===== src/rtl/core/lottery_picker_with_aging_core_defines.svh =====
// ----------------------------------------------------------------------------
// Lottery picker assertion macros
// Shared concurrent assertion forms for the lottery picker core.
// ----------------------------------------------------------------------------
`ifndef LOTTERY_PICKER_WITH_AGING_CORE_DEFINES_SVH
`define LOTTERY_PICKER_WITH_AGING_CORE_DEFINES_SVH

// same-cycle implication
`define LPA_ASSERT_NOW(label, clk, rst, ante, cons) \
   label: assert property (@(posedge clk) disable iff (rst) (ante) |-> (cons)) \
      else $error("lottery picker: same-cycle check failed");

// next-cycle implication
`define LPA_ASSERT_NEXT(label, clk, rst, ante, cons) \
   label: assert property (@(posedge clk) disable iff (rst) (ante) |=> (cons)) \
      else $error("lottery picker: next-cycle check failed");

`endif


===== src/rtl/core/lpa_pkg.sv =====
// ----------------------------------------------------------------------------
// Lottery picker package
// Shared types, codes and default sizes for the lottery picker core.
// ----------------------------------------------------------------------------
package lpa_pkg;

   localparam int DEF_MAX_ENTRIES    = 16;
   localparam int DEF_TICKET_BITS    = 16;
   localparam int DEF_INCREMENT_BITS = 8;
   localparam int DEF_ALU_BITS       = 21;

   localparam int RANDOM_BITS = 32;
   localparam int MASK_BITS   = 16;
   localparam logic [19:0] TOTAL_OUT_MAX = 20'hFFFFF;

   typedef enum logic [1:0] {
      CMD_PICK   = 2'd0,
      CMD_UPDATE = 2'd1,
      CMD_INIT   = 2'd2,
      CMD_NONE   = 2'd3
   } cmd_type;

   typedef enum logic [2:0] {
      REG_ENTRY_COUNT       = 3'd0,
      REG_INITIAL_TICKETS   = 3'd1,
      REG_INITIAL_INCREMENT = 3'd2,
      REG_INCREMENT_CHANGE  = 3'd3,
      REG_MINIMUM_INCREMENT = 3'd4
   } reg_index_type;

   typedef enum logic {
      ALU_ADD = 1'b0,
      ALU_SUB = 1'b1
   } alu_op_type;

   typedef struct packed {
      logic [1:0]  command;
      logic [31:0] random_value;
      logic [15:0] update_mask;
      logic [3:0]  picked_index;
      logic        picked_valid;
   } req_type;

   typedef struct packed {
      logic [3:0]  chosen_index;
      logic        chosen_valid;
      logic [19:0] ticket_total;
   } rsp_type;

endpackage


===== src/rtl/core/lottery_picker_with_aging_core.sv =====
// ----------------------------------------------------------------------------
// Lottery picker with aging - core
// Passes: pick runs a ticket sum, 32 modulo steps and a prefix scan;
// update is a read-modify-write sweep and init writes every entry;
// all passes share one adder and one table read port.
// A new transaction is taken in the strobe cycle; results cannot be stalled.
// Reset (synchronous) empties the table and loads register defaults.
// ----------------------------------------------------------------------------
`include "lottery_picker_with_aging_core_defines.svh"

module lottery_picker_with_aging_core #(
   parameter int MAX_ENTRIES    = lpa_pkg::DEF_MAX_ENTRIES,
   parameter int TICKET_BITS    = lpa_pkg::DEF_TICKET_BITS,
   parameter int INCREMENT_BITS = lpa_pkg::DEF_INCREMENT_BITS
) (
   input  logic             clock,
   input  logic             reset,
   // command channel
   input  logic             start,
   output logic             busy,
   input  lpa_pkg::req_type req_data,
   // result channel
   output logic             rsp_strobe,
   output lpa_pkg::rsp_type rsp_data,
   // register port
   input  logic             psel,
   input  logic             penable,
   input  logic             pwrite,
   input  logic [4:0]       paddr,
   input  logic [31:0]      pwdata,
   output logic [31:0]      prdata,
   output logic             pready
);

   // ---------------------------------------------------------------------
   // Sizes
   // ---------------------------------------------------------------------
   localparam int AW  = $clog2(MAX_ENTRIES);           // entry address
   localparam int CW  = $clog2(MAX_ENTRIES + 1);       // entry count
   localparam int TB  = TICKET_BITS + AW;              // exact ticket total
   localparam int UW  = TB + 1;                        // shared adder width
   localparam int MW  = TICKET_BITS + INCREMENT_BITS;  // table word
   localparam int IW  = (AW > 5) ? AW : 5;             // index compare
   localparam int EW  = (CW > 5) ? CW : 5;             // entry_count compare
   localparam int TXW = (TICKET_BITS > 16) ? TICKET_BITS : 16;
   localparam int NXW = (INCREMENT_BITS > 8) ? INCREMENT_BITS : 8;
   localparam int XW  = ((INCREMENT_BITS > 9) ? INCREMENT_BITS : 9) + 2;
   localparam int OW  = (TB > 20) ? TB : 20;
   localparam int BCW = $clog2(lpa_pkg::RANDOM_BITS);

   // One-hot sequencer. SUM totals the active tickets for every command;
   // MOD is restoring division of random_value by the total, one bit per
   // cycle; SCAN subtracts tickets from the remainder until it borrows;
   // UPD is a read-modify-write sweep; INIT writes every entry.
   typedef enum logic [5:0] {
      ST_IDLE = 6'b000001,
      ST_SUM  = 6'b000010,
      ST_MOD  = 6'b000100,
      ST_SCAN = 6'b001000,
      ST_UPD  = 6'b010000,
      ST_INIT = 6'b100000
   } state_type;

   // ---------------------------------------------------------------------
   // Configuration registers
   // ---------------------------------------------------------------------
   logic [4:0]        cfg_count_ff;
   logic [15:0]       cfg_init_tick_ff;
   logic [7:0]        cfg_init_inc_ff;
   logic signed [8:0] cfg_change_ff;
   logic [7:0]        cfg_min_inc_ff;
   logic              csr_write;

   assign pready    = 1'b1;
   assign csr_write = psel && penable && pwrite && pready;

   always_ff @(posedge clock) begin
      if (reset) begin
         cfg_count_ff     <= '0;
         cfg_init_tick_ff <= '0;
         cfg_init_inc_ff  <= 8'd1;
         cfg_change_ff    <= '0;
         cfg_min_inc_ff   <= 8'd1;
      end else if (csr_write) begin
         unique case (paddr[4:2])
            lpa_pkg::REG_ENTRY_COUNT:       cfg_count_ff     <= pwdata[4:0];
            lpa_pkg::REG_INITIAL_TICKETS:   cfg_init_tick_ff <= pwdata[15:0];
            lpa_pkg::REG_INITIAL_INCREMENT: cfg_init_inc_ff  <= pwdata[7:0];
            lpa_pkg::REG_INCREMENT_CHANGE:  cfg_change_ff    <= $signed(pwdata[8:0]);
            lpa_pkg::REG_MINIMUM_INCREMENT: cfg_min_inc_ff   <= pwdata[7:0];
            default: ;
         endcase
      end
   end

   always_comb begin
      unique case (paddr[4:2])
         lpa_pkg::REG_ENTRY_COUNT:       prdata = 32'(cfg_count_ff);
         lpa_pkg::REG_INITIAL_TICKETS:   prdata = 32'(cfg_init_tick_ff);
         lpa_pkg::REG_INITIAL_INCREMENT: prdata = 32'(cfg_init_inc_ff);
         lpa_pkg::REG_INCREMENT_CHANGE:  prdata = 32'($unsigned(cfg_change_ff));
         lpa_pkg::REG_MINIMUM_INCREMENT: prdata = 32'(cfg_min_inc_ff);
         default:                        prdata = '0;
      endcase
   end

   // Register values clipped to the table's field widths
   logic [TXW-1:0]            init_tick_ext;
   logic [NXW-1:0]            init_inc_ext;
   logic [NXW-1:0]            min_inc_ext;
   logic [TICKET_BITS-1:0]    init_tick_sat;
   logic [INCREMENT_BITS-1:0] init_inc_sat;
   logic [INCREMENT_BITS-1:0] min_inc_sat;
   logic [CW-1:0]             active_count;

   always_comb begin
      init_tick_ext = TXW'(cfg_init_tick_ff);
      init_inc_ext  = NXW'(cfg_init_inc_ff);
      min_inc_ext   = NXW'(cfg_min_inc_ff);
      init_tick_sat = (init_tick_ext > TXW'({TICKET_BITS{1'b1}})) ?
                      '1 : init_tick_ext[TICKET_BITS-1:0];
      init_inc_sat  = (init_inc_ext > NXW'({INCREMENT_BITS{1'b1}})) ?
                      '1 : init_inc_ext[INCREMENT_BITS-1:0];
      min_inc_sat   = (min_inc_ext > NXW'({INCREMENT_BITS{1'b1}})) ?
                      '1 : min_inc_ext[INCREMENT_BITS-1:0];
      // entry_count above the table depth counts as the full table
      active_count  = (EW'(cfg_count_ff) > EW'(MAX_ENTRIES)) ?
                      CW'(MAX_ENTRIES) : CW'(cfg_count_ff);
   end

   // ---------------------------------------------------------------------
   // Entry table: {increment, tickets}, one write and one registered read
   // port. Valid bits make never-written entries read as zero after reset.
   // ---------------------------------------------------------------------
   logic [MW-1:0]          mem [MAX_ENTRIES];
   logic [MAX_ENTRIES-1:0] vbits_ff;
   logic [MW-1:0]          rd_data_ff;
   logic                   rd_ok_ff;
   logic                   pend_ff;
   logic [AW-1:0]          pidx_ff;
   logic                   mem_we;
   logic [AW-1:0]          mem_waddr;
   logic [MW-1:0]          mem_wdata;
   logic                   issue;

   state_type              state_ff, state_in;
   logic [CW-1:0]          addr_ff, addr_in;

   always_ff @(posedge clock) begin
      if (mem_we) begin
         mem[mem_waddr] <= mem_wdata;
      end
      rd_data_ff <= mem[addr_ff[AW-1:0]];
      rd_ok_ff   <= vbits_ff[addr_ff[AW-1:0]];
      pidx_ff    <= addr_ff[AW-1:0];
   end

   always_ff @(posedge clock) begin
      if (reset) begin
         vbits_ff <= '0;
         pend_ff  <= 1'b0;
      end else begin
         if (mem_we) begin
            vbits_ff[mem_waddr] <= 1'b1;
         end
         pend_ff <= issue;   // rd_data_ff holds entry pidx_ff next cycle
      end
   end

   logic [TICKET_BITS-1:0]    ent_tick;
   logic [INCREMENT_BITS-1:0] ent_inc;

   assign ent_tick = rd_ok_ff ? rd_data_ff[TICKET_BITS-1:0] : '0;
   assign ent_inc  = rd_ok_ff ? rd_data_ff[MW-1:TICKET_BITS] : '0;

   // ---------------------------------------------------------------------
   // Shared adder
   // ---------------------------------------------------------------------
   lpa_pkg::alu_op_type alu_op;
   logic [UW-1:0]       alu_a;
   logic [UW-1:0]       alu_b;
   logic [UW:0]         alu_res;
   logic                borrow;

   lpa_alu #(
      .WIDTH (UW)
   ) u_alu (
      .op  (alu_op),
      .a   (alu_a),
      .b   (alu_b),
      .res (alu_res)
   );

   assign borrow = alu_res[UW];

   // ---------------------------------------------------------------------
   // Picked-entry increment: add the signed change, floor, saturate
   // ---------------------------------------------------------------------
   logic signed [XW-1:0]      inc_next;
   logic signed [XW-1:0]      floor_s;
   logic signed [XW-1:0]      inc_max_s;
   logic [INCREMENT_BITS-1:0] inc_clamped;

   always_comb begin
      inc_next    = $signed(XW'(ent_inc)) + XW'(cfg_change_ff);
      floor_s     = $signed(XW'(min_inc_sat));
      inc_max_s   = $signed(XW'({INCREMENT_BITS{1'b1}}));
      if (inc_next < floor_s) begin
         inc_clamped = min_inc_sat;
      end else if (inc_next > inc_max_s) begin
         inc_clamped = '1;
      end else begin
         inc_clamped = inc_next[INCREMENT_BITS-1:0];
      end
   end

   // ---------------------------------------------------------------------
   // Sequencer
   // ---------------------------------------------------------------------
   lpa_pkg::req_type      req_ff, req_in;
   logic [CW-1:0]         n_ff, n_in;
   logic [TB-1:0]         total_ff, total_in;
   logic [TB-1:0]         rem_ff, rem_in;
   logic [BCW-1:0]        bit_cnt_ff, bit_cnt_in;
   logic [AW-1:0]         chosen_ff, chosen_in;
   logic                  found_ff, found_in;
   lpa_pkg::rsp_type      rsp_ff, rsp_in;
   logic                  rsp_valid_ff, rsp_valid_in;
   logic                  finish;
   logic [IW-1:0]         pidx_w;
   logic                  mask_hit;
   logic                  pick_hit;
   logic [TICKET_BITS-1:0] tick_sum_sat;
   logic [OW-1:0]         total_ext;

   always_comb begin
      pidx_w       = IW'(pidx_ff);
      // mask covers only the first MASK_BITS entries
      mask_hit     = (pidx_w < IW'(lpa_pkg::MASK_BITS)) &&
                     req_ff.update_mask[pidx_w[3:0]];
      pick_hit     = req_ff.picked_valid && (IW'(req_ff.picked_index) == pidx_w);
      tick_sum_sat = (|alu_res[UW:TICKET_BITS]) ? '1 : alu_res[TICKET_BITS-1:0];
   end

   always_comb begin
      state_in     = state_ff;
      addr_in      = addr_ff;
      req_in       = req_ff;
      n_in         = n_ff;
      total_in     = total_ff;
      rem_in       = rem_ff;
      bit_cnt_in   = bit_cnt_ff;
      chosen_in    = chosen_ff;
      found_in     = found_ff;
      rsp_in       = rsp_ff;
      rsp_valid_in = 1'b0;
      finish       = 1'b0;
      issue        = 1'b0;
      alu_op       = lpa_pkg::ALU_ADD;
      alu_a        = '0;
      alu_b        = '0;
      mem_we       = 1'b0;
      mem_waddr    = pidx_ff;
      mem_wdata    = '0;
      total_ext    = '0;

      unique case (state_ff)
         ST_IDLE: begin
            if (start) begin
               req_in     = req_data;
               n_in       = active_count;
               addr_in    = '0;
               total_in   = '0;
               rem_in     = '0;
               bit_cnt_in = '0;
               chosen_in  = '0;
               found_in   = 1'b0;
               state_in   = ST_SUM;
            end
         end

         ST_SUM: begin
            issue = (addr_ff < n_ff);
            if (issue) begin
               addr_in = CW'(addr_ff + 1'b1);
            end
            alu_a = UW'(total_ff);
            alu_b = UW'(ent_tick);
            if (pend_ff) begin
               total_in = alu_res[TB-1:0];
            end
            if (!issue) begin
               addr_in = '0;
               case (req_ff.command)
                  lpa_pkg::CMD_PICK: begin
                     if (total_in == '0) begin
                        finish = 1'b1;
                     end else begin
                        state_in = ST_MOD;
                     end
                  end
                  lpa_pkg::CMD_UPDATE: state_in = ST_UPD;
                  lpa_pkg::CMD_INIT:   state_in = ST_INIT;
                  default:             finish   = 1'b1;
               endcase
            end
         end

         ST_MOD: begin
            // restoring step: shift in the next dividend bit, trial subtract
            alu_op = lpa_pkg::ALU_SUB;
            alu_a  = {rem_ff, req_ff.random_value[lpa_pkg::RANDOM_BITS-1]};
            alu_b  = UW'(total_ff);
            rem_in = borrow ? alu_a[TB-1:0] : alu_res[TB-1:0];
            req_in.random_value = {req_ff.random_value[lpa_pkg::RANDOM_BITS-2:0], 1'b0};
            bit_cnt_in = BCW'(bit_cnt_ff + 1'b1);
            if (bit_cnt_ff == BCW'(lpa_pkg::RANDOM_BITS - 1)) begin
               addr_in  = '0;
               state_in = ST_SCAN;
            end
         end

         ST_SCAN: begin
            // first entry whose ticket count exceeds what is left wins
            issue = (addr_ff < n_ff);
            if (issue) begin
               addr_in = CW'(addr_ff + 1'b1);
            end
            alu_op = lpa_pkg::ALU_SUB;
            alu_a  = UW'(rem_ff);
            alu_b  = UW'(ent_tick);
            if (pend_ff && borrow) begin
               found_in  = 1'b1;
               chosen_in = pidx_ff;
               finish    = 1'b1;
            end else if (pend_ff) begin
               rem_in = alu_res[TB-1:0];
            end
            if (!issue) begin
               finish = 1'b1;
            end
         end

         ST_UPD: begin
            issue = (addr_ff < n_ff);
            if (issue) begin
               addr_in = CW'(addr_ff + 1'b1);
            end
            alu_a = UW'(ent_tick);
            alu_b = UW'(ent_inc);
            if (pend_ff) begin
               // picked entry: new increment, tickets cleared (wins over mask)
               if (pick_hit) begin
                  mem_we    = 1'b1;
                  mem_wdata = {inc_clamped, {TICKET_BITS{1'b0}}};
               end else if (mask_hit) begin
                  mem_we    = 1'b1;
                  mem_wdata = {ent_inc, tick_sum_sat};
               end
            end
            if (!issue) begin
               finish = 1'b1;
            end
         end

         ST_INIT: begin
            mem_we    = 1'b1;
            mem_waddr = addr_ff[AW-1:0];
            mem_wdata = {init_inc_sat, init_tick_sat};
            addr_in   = CW'(addr_ff + 1'b1);
            if (addr_ff == CW'(MAX_ENTRIES - 1)) begin
               finish = 1'b1;
            end
         end

         default: state_in = ST_IDLE;
      endcase

      if (finish) begin
         state_in            = ST_IDLE;
         rsp_valid_in        = 1'b1;
         rsp_in.chosen_valid = found_in;
         rsp_in.chosen_index = found_in ? 4'(chosen_in) : 4'd0;
         total_ext           = OW'(total_in);
         rsp_in.ticket_total = (total_ext > OW'(lpa_pkg::TOTAL_OUT_MAX)) ?
                               lpa_pkg::TOTAL_OUT_MAX : total_ext[19:0];
      end
   end

   always_ff @(posedge clock) begin
      if (reset) begin
         state_ff     <= ST_IDLE;
         rsp_valid_ff <= 1'b0;
      end else begin
         state_ff     <= state_in;
         rsp_valid_ff <= rsp_valid_in;
      end
   end

   always_ff @(posedge clock) begin
      addr_ff    <= addr_in;
      req_ff     <= req_in;
      n_ff       <= n_in;
      total_ff   <= total_in;
      rem_ff     <= rem_in;
      bit_cnt_ff <= bit_cnt_in;
      chosen_ff  <= chosen_in;
      found_ff   <= found_in;
      rsp_ff     <= rsp_in;
   end

   assign busy       = (state_ff != ST_IDLE);
   assign rsp_strobe = rsp_valid_ff;
   assign rsp_data   = rsp_ff;

   // ---------------------------------------------------------------------
   // Checks
   // ---------------------------------------------------------------------
   `LPA_ASSERT_NEXT(a_accept_goes_busy, clock, reset, start && !busy, busy)
   `LPA_ASSERT_NOW(a_result_when_idle, clock, reset, rsp_strobe, !busy)
   `LPA_ASSERT_NOW(a_result_after_work, clock, reset, rsp_strobe, $past(busy))
   `LPA_ASSERT_NOW(a_valid_pick_has_total, clock, reset,
      rsp_strobe && rsp_data.chosen_valid, rsp_data.ticket_total != 20'd0)

endmodule


===== src/rtl/core/lpa_alu.sv =====
// ----------------------------------------------------------------------------
// Lottery picker shared adder
// Add or subtract with carry/borrow out; the adder shared by all core passes.
// ----------------------------------------------------------------------------
module lpa_alu #(
   parameter int WIDTH = lpa_pkg::DEF_ALU_BITS
) (
   input  lpa_pkg::alu_op_type op,
   input  logic [WIDTH-1:0]    a,
   input  logic [WIDTH-1:0]    b,
   output logic [WIDTH:0]      res
);

   // res[WIDTH] is the carry on add, the borrow (a < b) on subtract
   always_comb begin
      if (op == lpa_pkg::ALU_SUB) begin
         res = {1'b0, a} - {1'b0, b};
      end else begin
         res = {1'b0, a} + {1'b0, b};
      end
   end

endmodule

===== config.mk =====
export PLATFORM = sky130hd
export DESIGN_NAME = lottery_picker_with_aging_core
export DESIGN_NICKNAME = d
export VERILOG_FILES = /design/src/rtl/core/lpa_pkg.sv /design/src/rtl/core/lottery_picker_with_aging_core.sv /design/src/rtl/core/lpa_alu.sv
export VERILOG_INCLUDE_DIRS = /design/src /design/src/rtl/core
export SDC_FILE = /design/constraint.sdc
export NUM_CORES = 1
export LEC_CHECK = 0
export BUFFER_PORTS_ARGS = -buffer_cell sky130_fd_sc_hd__buf_4
export CORE_MARGIN = 2
export CORE_UTILIZATION = 55
export CTS_CLUSTER_SIZE = 10
export DETAILED_ROUTE_END_ITERATION = 10
export HOLD_SLACK_MARGIN = 0.12
export PLACE_DENSITY = 0.76
export RECOVER_POWER = 25
export SLEW_MARGIN = 40
export SYNTH_ARGS = -nofsm -noshare
export SYNTH_HDL_FRONTEND = slang
export SYNTH_HIERARCHICAL = 1
export SYNTH_SLANG_ARGS = --single-unit

===== constraint.sdc =====
create_clock -name clock -period 6.33 [get_ports clock]
set_input_delay 1.266 -clock clock [delete_from_list [all_inputs] [get_ports clock]]
set_output_delay 1.266 -clock clock [all_outputs]
set_load 0.02 [all_outputs]

; Word level (Yosys, flattened, before mapping)
; Memories as Yosys holds them, arrays and structs flattened. A register that Yosys moved wholly into a read port is not among the register bits.
; Cells that the tools add are included.
[op_classes]
n_addsub = 5
bitwise_logic = 3
muxes = 68
eq_ne = 24
n_lt_le_gt_ge = 12
n_reduce_logical = 30
[op_table]
columns = operator, count
row1 = $mux W20, 7
row2 = $pmux W20 S3, 2
row3 = $pmux W21 S4, 1
row4 = $pmux W16 S5, 1
row5 = $mux W24, 3
row6 = $pmux W32 S2, 1
row7 = $mux W53, 1
row8 = $mux W16, 3
row9 = $pmux W24 S2, 1
row10 = $mux W8, 5
row11 = $pmux W20 S2, 1
row12 = $pmux W5 S5, 1
row13 = $mux W6, 4
row14 = $pmux W6 S4, 1
row15 = $add A21 B20 Y22, 1
row16 = $mux W22, 1
row17 = $sub A21 B20 Y22, 1
row18 = $gt A20 B20 Y1 const B, 1
row19 = $logic_not A20 Y1, 1
row20 = $mux W5, 4
row21 = $mux W1, 18
row22 = $pmux W6 S3, 1
row23 = $gt A16 B16 Y1 const B, 1
row24 = $gt A8 B8 Y1 const B, 2
row25 = other kinds (48), 79
[totals]
output_inout_bits = 60
ramBits = 384
wordCells = 169
register_bits = 215
mem_count = 1
input_bits = 98
[memory_table]
columns = name, words, width, read_ports, rd_clocked_by_memory_dff, write_ports, line_no
row1 = mem, 16, 24, 1, 1, 1, lottery_picker_with_aging_core.sv:135  ; logic [MW-1:0] mem [MAX_ENTRIES];

; Longest topological paths before layout
; Gate-level depths: netlist of the first run.
[depth]
ltp_word = 13
ltp_mapped = 30

; Hierarchy
; The synthesis of the first run kept the hierarchy.
[modules_own_cells]
columns = mod, seq_area_each_um2, instances, cells_each, area_per_inst_um2
row1 = lottery_picker_with_aging_core, 17466.8, 1, 1710, 26056.2
row2 = lpa_alu, 0.0, 1, 228, 1545.2

; Least setup slack after synthesis of the first run
; OpenSTA, ideal clock, no wires.
[synth_timing]
path_type = register -> register
from = register state_ff[3]
to = register state_ff[4]
stages_incl_launch_ff = 28
period_less_slack_ns = 6.544
arrival_time_ns = 6.412
path_buffers = 3
setup_slack_ns = -0.214
cell_sequence = dfxtp_1 > buf_2 > or4_4 > nor3b_4 > nor2_1 > o21ai_0 > inv_1 > ha_1 > nor3b_2 > and2_4 > nor4b_4 > nor2_1 > xnor2_1 > ha_1 > clkbuf_1 > a21o_1 > a211oi_1 > nor2b_1 > a21oi_1 > xor2_1 > nor4_1 > a2bb2oi_1 > a211oi_1 > a21oi_1 > o21ai_1 > or2_1 > buf_2 > a21oi_1
[synth_via]
elab_chain_cells = 13
elab_cells_between_ends = 34
cone_classes = add/sub: 2 / eq/ne: 11 / mux: 13 / bitwise: 1 / reduce/logical: 7
[synth_rtl]
columns = element, line_no
row1 = start: declaration, lottery_picker_with_aging_core.sv:146  ; state_type state_ff, state_in;
row2 = start signal: assignment, lottery_picker_with_aging_core.sv:395  ; state_ff <= state_in;
row3 = $eq A6 B4 Y1 or $eq A6 B2 Y1 (tied branches), lottery_picker_with_aging_core.sv:267  ; unique case (state_ff)
row4 = $reduce_or A2 Y1 (no line), -
row5 = $pmux W20 S3 (*), lottery_picker_with_aging_core.sv:267
row6 = net alu_b[0], lottery_picker_with_aging_core.sv:181  ; logic [UW-1:0] alu_b;
row7 = $add A21 B20 Y22 or $sub A21 B20 Y22 (tied branches), "lpa_alu.sv:19, lpa_alu.sv:17"
row8 = $mux W22 (*), lpa_alu.sv:16  ; if (op == lpa_pkg::ALU_SUB) begin
row9 = net alu_res[19], lottery_picker_with_aging_core.sv:182  ; logic [UW:0] alu_res;
row10 = $mux W20 (*), lottery_picker_with_aging_core.sv:289  ; if (pend_ff) begin
row11 = $mux W20 (*), lottery_picker_with_aging_core.sv:267
row12 = $logic_not A20 Y1 (*), lottery_picker_with_aging_core.sv:296  ; if (total_in == '0) begin
row13 = $mux W1 (*), lottery_picker_with_aging_core.sv:296
row14 = $pmux W1 S2 (*), lottery_picker_with_aging_core.sv:294  ; case (req_ff.command)
row15 = $mux W1 (*), lottery_picker_with_aging_core.sv:292  ; if (!issue) begin
row16 = $pmux W1 S4 (*), lottery_picker_with_aging_core.sv:267
row17 = net finish, lottery_picker_with_aging_core.sv:229  ; logic finish;
row18 = $reduce_or A2 Y1 (no line) (*), -
; The timed path passes the listed nets; every way through them passes the cells marked *. The select of a mux whose other input is x is not followed.
; A chain may end at the register's enable or synchronous reset.

==> results of run 1 <==
[Yosys cell counts, types with 4 or more instances]
cell type  instances
xor2_1            13
nor2b_1           17
edfxtp_1         499
nand2b_1           7
clkbuf_1          82
a22o_1            63
o21ba_1            5
buf_2             11
nor2_1           139
nor4_1            11
o21bai_1           4
a32o_1             9
a211oi_1           7
ha_1              48
nand2_1          181
and3_1            13
a31oi_1           12
nor3_1            21
buf_4             18
a222oi_1           4
xnor2_1           35
a21o_1            11
a32oi_1            8
inv_1             53
dfxtp_1          124
nand3_1           51
mux2_2             6
o21a_1            10
a21oi_1           79
mux4_1             4
a22oi_1           41
buf_1             16
mux2i_1           41
o22ai_1            9
o21ai_0           53
and2_1            23
o211ai_1          12
mux4_2           126
[state kept, by name, summed over array words and instances (netlist names), 8 cells and up]
| register | flops |
|---|---|
| rd_data_ff | 24 |
| mem | 384 |
| cfg_min_inc_ff | 8 |
| cfg_init_inc_ff | 8 |
| rsp_data | 25 |
| req_ff | 55 |
| cfg_init_tick_ff | 16 |
| rem_ff | 20 |
| total_ff | 20 |
| vbits_ff | 16 |
| cfg_change_ff | 9 |
[where the power goes]
part           switching, uW  leakage (uW)  internal, uW
Combinational            528       0.00445           350
Clock                   1610       0.00103          2230
Sequential              82.6       0.00475          4510
[cell families (layout without fill, tap and decap cells)]
logic type | count (synthesis) | count (layout)
flip-flops | 623 | 623
AND/OR/NAND/NOR | 497 | 497
AO/OA/AOI/OAI | 359 | 359
buffers and inverters | 182 | 379
multiplexers | 177 | 177
adder cells (fa/ha/maj) | 50 | 50
XOR/XNOR | 48 | 48
other | 2 | 19
[stage by stage]
step | util | instance area [um2] | instances | total power, uW
finish | 0.633 | 31600 | 2824 | 9320
global route | 0.633 | 31600 | 2824 | 9610
CTS | 0.636 | 31700 | 2821 | 9360
detailed placement | 0.592 | 29500 | 2694 | 5540
global placement | 0.591 | 29500 | 2693 | 5520
floorplan | - | 27700 | 1955 | 5270
[routing by layer]
layer / global-route usage / vias up / share of wire
li1: - / 7769 / -
met1: 0.358 / 8788 / 0.40
met2: 0.442 / 809 / 0.49
met3: 0.0484 / 155 / 0.076
met4: 0.101 / 4 / 0.034
met5: 0 / - / 0.00033
[repair_timing]
action	4_1_cts	5_1_grt
setup endpoints to repair	0	293
buffers inserted	0	3
resized for setup	0	8
[cell type report]
type | instances | area (um2)
Clock buffer | 118 | 2020
Multi-Input combinational cell | 1150 | 9500
Timing Repair Buffer | 198 | 1390
Clock inverter | 9 | 163
Inverter | 54 | 203
Tap cell | 672 | 841
Sequential cell | 623 | 17500
Fill cell | 3565 | 18300
[worst paths after layout]
kind | cells past startpoint | slack (ns) | to
worst max-delay path | 4 | 0.37 | rd_data_ff[9]$_DFF_P_
worst min-delay path | 1 | 0.47 | chosen_ff[0]$_DFF_P_
worst max register to register | 4 | 0.37 | rd_data_ff[9]$_DFF_P_
worst min register to register | 1 | 0.47 | chosen_ff[0]$_DFF_P_
==> results.py, run 1 <==
metrics = {
    "yosys": {
        "syn_area_um2": 27600,
        "yosys.area_share.xor_xnor": 0.0152,
        "yosysUniqueCellTypes": 88,
        "synthArstFlopShare": 0,
        "synthAdderAreaFrac": 0.0232,
        "synth-edff-count": 499,
        "synth_top_area_frac": 0.543,
        "synth_simple_gate_area_frac": 0.0845,
        "seq_area_frac_synth": 0.633,
        "ys_warn_count": 6,
        "synth_mux_area_frac": 0.124,
        "ys_ff_latch": 623,
        "synth.largest_area_cell": "edfxtp_1",
        "syn_avg_cell_area_um2": 14.2,
        "synth_cells": 1938,
        "synth-compound-area-share": 0.0920,
        "synthTopCellsByArea": "edfxtp_1 (54%), mux4_2 (10%), dfxtp_1 (9.0%)",
        "synth_top_family_by_area": "multiplexers",
        "synthFlopType": "edfxtp_1",
    },
    "clock_network": {
        "htreeDepth": 3,
        "cts_tree": "built",
        "cts_inserted_buffers": 73,
        "hold_buffers": 0,
        "cts.sinks": 623,
        "root_buffer": "clkbuf_16",
        "cts.clk_slew.worst_paths_ns": 0.06,
        "cts_buffer_depth": 3,
        "clk_latency_ns": 0.62,
    },
    "sta": {
        "hold_viol": 0,
        "worst_slack_ns": 0.367,
        "fin_crit_ns": 5.96,
        "finalSetupViolCount": 0,
        "slew_headroom": -1.94,
        "tns_ns": 0,
        "hold_slack_ns": 0.467,
        "finalCritPeriodShare": 0.942,
        "rsz0062_at_grt": "false",
        "drv_slew": 232,
        "fmaxAchievable_ghz": 0.168,
        "worst_slew_pin_slew_ns": 4.41,
        "finClkSkew_ns": 0.0312,
    },
    "status": {
        "violations": "capacitance limit, slew limit",
        "status": "finished with violations",
    },
    "floorplan": {
        "initial_core_util": 0.554,
        "die_h_um": 228,
        "ioPinCount": 158,
        "coreArea_um2": 49900,
        "row_count": 82,
        "dieArea_um2": 52000,
        "die_w_um": 228,
    },
    "power_and_ir_drop": {
        "p_per_area_nw_per_um2": 295,
        "vdd_drop_max_uv": 198,
        "leakage_uw": 0.0102,
    },
    "setup_path": {
        "end_kind": "flop",
        "crit_buf_inv": 2,
        "cp_common_cell": "mux4_2",
        "cp_max_fo": 64,
        "path_cells": "clkbuf_1 > clkbuf_2 > mux4_2 > mux4_2",
        "critPathTopFamily": "buffers and inverters",
        "crit_path_max_incr_delay_ns": 3.05,
        "worstReg2RegStart": "addr_ff[1]$_DFFE_PP_",
        "crit_required_ns": 6.78,
        "setup.worst_path.start_class": "flop",
        "slowest_stage": "clkbuf_1",
        "crit_type": "reg2reg",
        "critPathLaunch": "addr_ff[1]$_DFFE_PP_",
        "arrival_ns": 6.41,
    },
    "layout": {
        "drive_gt1_frac": 0.196,
        "final_common_cell": "edfxtp_1",
        "diodes": 0,
        "nets": 2248,
        "most-common-layout-cells": "edfxtp_1 (499), nand2_1 (180), buf_4 (136)",
        "area_delta_synth_final_pct": 14.4,
    },
    "worst_hold_path": {
        "hp-class": "reg2reg",
        "worstHoldStart": "chosen_ff[0]$_DFF_P_",
    },
    "placed_design": {
        "hpwl_um": 42300,
        "place_congestion": 0.942,
        "place_ws_ns": 0.213,
        "portBuffers": 122,
    },
    "global_route": {
        "grt_max_degree": 66,
        "grt_pass1_wl_um": 105000,
        "grt_usage": 0.268,
        "grt_pass1_vias": 17400,
        "overflow": 0,
        "antenna_found_initial": 2,
    },
    "route": {
        "wire_per_inst_um": 24.6,
        "drt-vias-per-instance": 6.21,
        "wl_um": 69600,
        "ant_nets": 0,
        "first_pass_iters": 6,
        "drt_iter0_drc": 2020,
        "drc": 0,
        "routed-via-count": 17500,
    },
    "job": {
        "maxCapViolations": 6,
    },
}
No activity file was read; power rests on OpenSTA's default activity.
==> run 2: changes to the inputs <==
--- a/config.mk
+++ b/config.mk
@@ -6,12 +6,13 @@
 export SDC_FILE = /design/constraint.sdc
 export NUM_CORES = 1
 export LEC_CHECK = 0
-export BUFFER_PORTS_ARGS = -buffer_cell sky130_fd_sc_hd__buf_4
+export BUFFER_PORTS_ARGS = -buffer_cell sky130_fd_sc_hd__buf_2
 export CORE_MARGIN = 2
 export CORE_UTILIZATION = 55
+export CTS_BUF_LIST = sky130_fd_sc_hd__clkbuf_4 sky130_fd_sc_hd__clkbuf_8
 export CTS_CLUSTER_SIZE = 10
 export DETAILED_ROUTE_END_ITERATION = 10
-export HOLD_SLACK_MARGIN = 0.12
+export HOLD_SLACK_MARGIN = 0.03
 export PLACE_DENSITY = 0.76
 export RECOVER_POWER = 25
 export SLEW_MARGIN = 40
==> results.py, run 2 (synthesized netlist as in run 1, its figures left out) <==
metrics = {
    "global_route": {
        "antenna_found_initial": 1,
        "grt_usage": 0.256,
        "grt_max_degree": 69,
        "grt_pass1_vias": 17400,
        "grt_pass1_wl_um": 102000,
        "overflow": 0,
    },
    "floorplan": {
        "die_h_um": 228,
        "die_w_um": 228,
        "row_count": 82,
        "ioPinCount": 158,
        "dieArea_um2": 52000,
        "initial_core_util": 0.554,
        "coreArea_um2": 49900,
    },
    "power_and_ir_drop": {
        "leakage_uw": 0.0101,
        "p_per_area_nw_per_um2": 282,
        "vdd_drop_max_uv": 176,
    },
    "clock_network": {
        "cts.clk_slew.worst_paths_ns": 0.06,
        "cts_tree": "built",
        "root_buffer": "clkbuf_8",
        "cts_inserted_buffers": 93,
        "clk_latency_ns": 0.69,
        "cts_buffer_depth": 3,
        "cts.sinks": 623,
        "hold_buffers": 0,
        "htreeDepth": 3,
    },
    "setup_path": {
        "crit_required_ns": 6.72,
        "setup.worst_path.start_class": "flop",
        "end_kind": "flop",
        "cp_common_cell": "buf_4",
        "crit_type": "reg2reg",
        "slowest_stage": "or4_4",
        "crit_path_max_incr_delay_ns": 0.57,
        "arrival_ns": 6.42,
        "cp_max_fo": 9,
        "r2r_cells": 25,
    },
    "job": {
        "maxCapViolations": 8,
    },
    "layout": {
        "nFillCells": 3641,
        "drive_gt1_frac": 0.224,
        "diodes": 0,
        "largest_reg_flops": 384,
        "largest_register": "mem",
        "area_delta_synth_final_pct": 12.4,
        "fin_area_um2": 31000,
        "final_common_cell": "edfxtp_1",
        "most-common-layout-cells": "edfxtp_1 (499), nand2_1 (181), mux4_2 (126)",
        "nets": 2262,
        "fin_util": 0.622,
    },
    "status": {
        "violations": "capacitance limit, slew limit",
        "status": "finished with violations",
    },
    "placed_design": {
        "portBuffers": 122,
        "place_area_um2": 29200,
        "hpwl_um": 41900,
        "place_congestion": 0.937,
        "place_ws_ns": 0.190,
    },
    "sta": {
        "fmaxAchievable_ghz": 0.166,
        "finalSetupViolCount": 0,
        "worst_slack_ns": 0.305,
        "slew_headroom": -1.40,
        "finalCritPeriodShare": 0.952,
        "finClkSkew_ns": 0.0292,
        "drv_slew": 277,
        "fin_crit_ns": 6.02,
        "hold_viol": 0,
        "worst_slew_pin_slew_ns": 3.59,
    },
    "route": {
        "wl_um": 66300,
        "first_pass_iters": 7,
        "drt-vias-per-instance": 6.11,
        "routed-via-count": 17500,
        "drt_iter0_drc": 1843,
        "wire_per_inst_um": 23.1,
        "ant_nets": 0,
        "drc": 0,
    },
    "worst_hold_path": {
        "hold_depth": 1,
        "hp-class": "reg2reg",
    },
}
## run 2: metrics by stage
step | power [uW] | cells | TNS, ns | hold WS (ns)
after global placement | 5500 | 2689 | 0 | 0.447
after detailed placement | 5530 | 2690 | 0 | 0.454
after CTS | 8840 | 2862 | 0 | 0.470
after floorplan | 5270 | 1955 | 0 | 0.375
final | 8760 | 2863 | 0 | 0.471
after global routing | 9080 | 2863 | -0.00291 | 0.489
## run 2: layer usage
metal  wire length, um  global-route usage
met4              2090              0.0978
met5                 0                   0
met2             31800               0.414
met1             27500               0.351
met3              4840              0.0451
## run 2: critical path: cells and delay by family (launching register included)
kind / cells / cell delay, ns
simple gates: 9 / 1.95
buf+inv: 4 / 0.61
flops: 1 / 0.39
xor+xnor: 1 / 0.09
compound gates: 9 / 2.09
fa+ha+maj: 2 / 0.62
## run 2: path summary, 6_finish.rpt
check	startpoint	to	slack, ns
max	state_ff[5]$_SDFFE_PP0P_	rsp_data[20]$_DFFE_PP_	0.31
min	chosen_ff[2]$_DFF_P_	chosen_ff[2]$_DFF_P_	0.47
max reg2reg	state_ff[5]$_SDFFE_PP0P_	rsp_data[20]$_DFFE_PP_	0.31
min reg2reg	chosen_ff[2]$_DFF_P_	chosen_ff[2]$_DFF_P_	0.47
## run 2: cell type report
class	instances	area (um2)	area share
Multi-Input combinational cell	1150	9500	0.306
Sequential cell	623	17500	0.563
Timing Repair Buffer	192	1100	0.0355
Clock inverter	36	241	0.00778
Clock buffer	136	1670	0.0539
Inverter	54	203	0.00653
Tap cell	672	841	0.0271
## run 2: timing repair
item | 4_1_cts | 5_1_grt
setup buffers | 0 | 1
gates resized for setup | 0 | 3
setup endpoints to repair | 0 | 38
## run 2: power breakdown
group          internal, uW  total (uW)  switching [uW]  leakage (uW)
logic                   325         847             522       0.00434
clock network          1790        3320            1530       0.00102
registers              4500        4590            87.3       0.00475
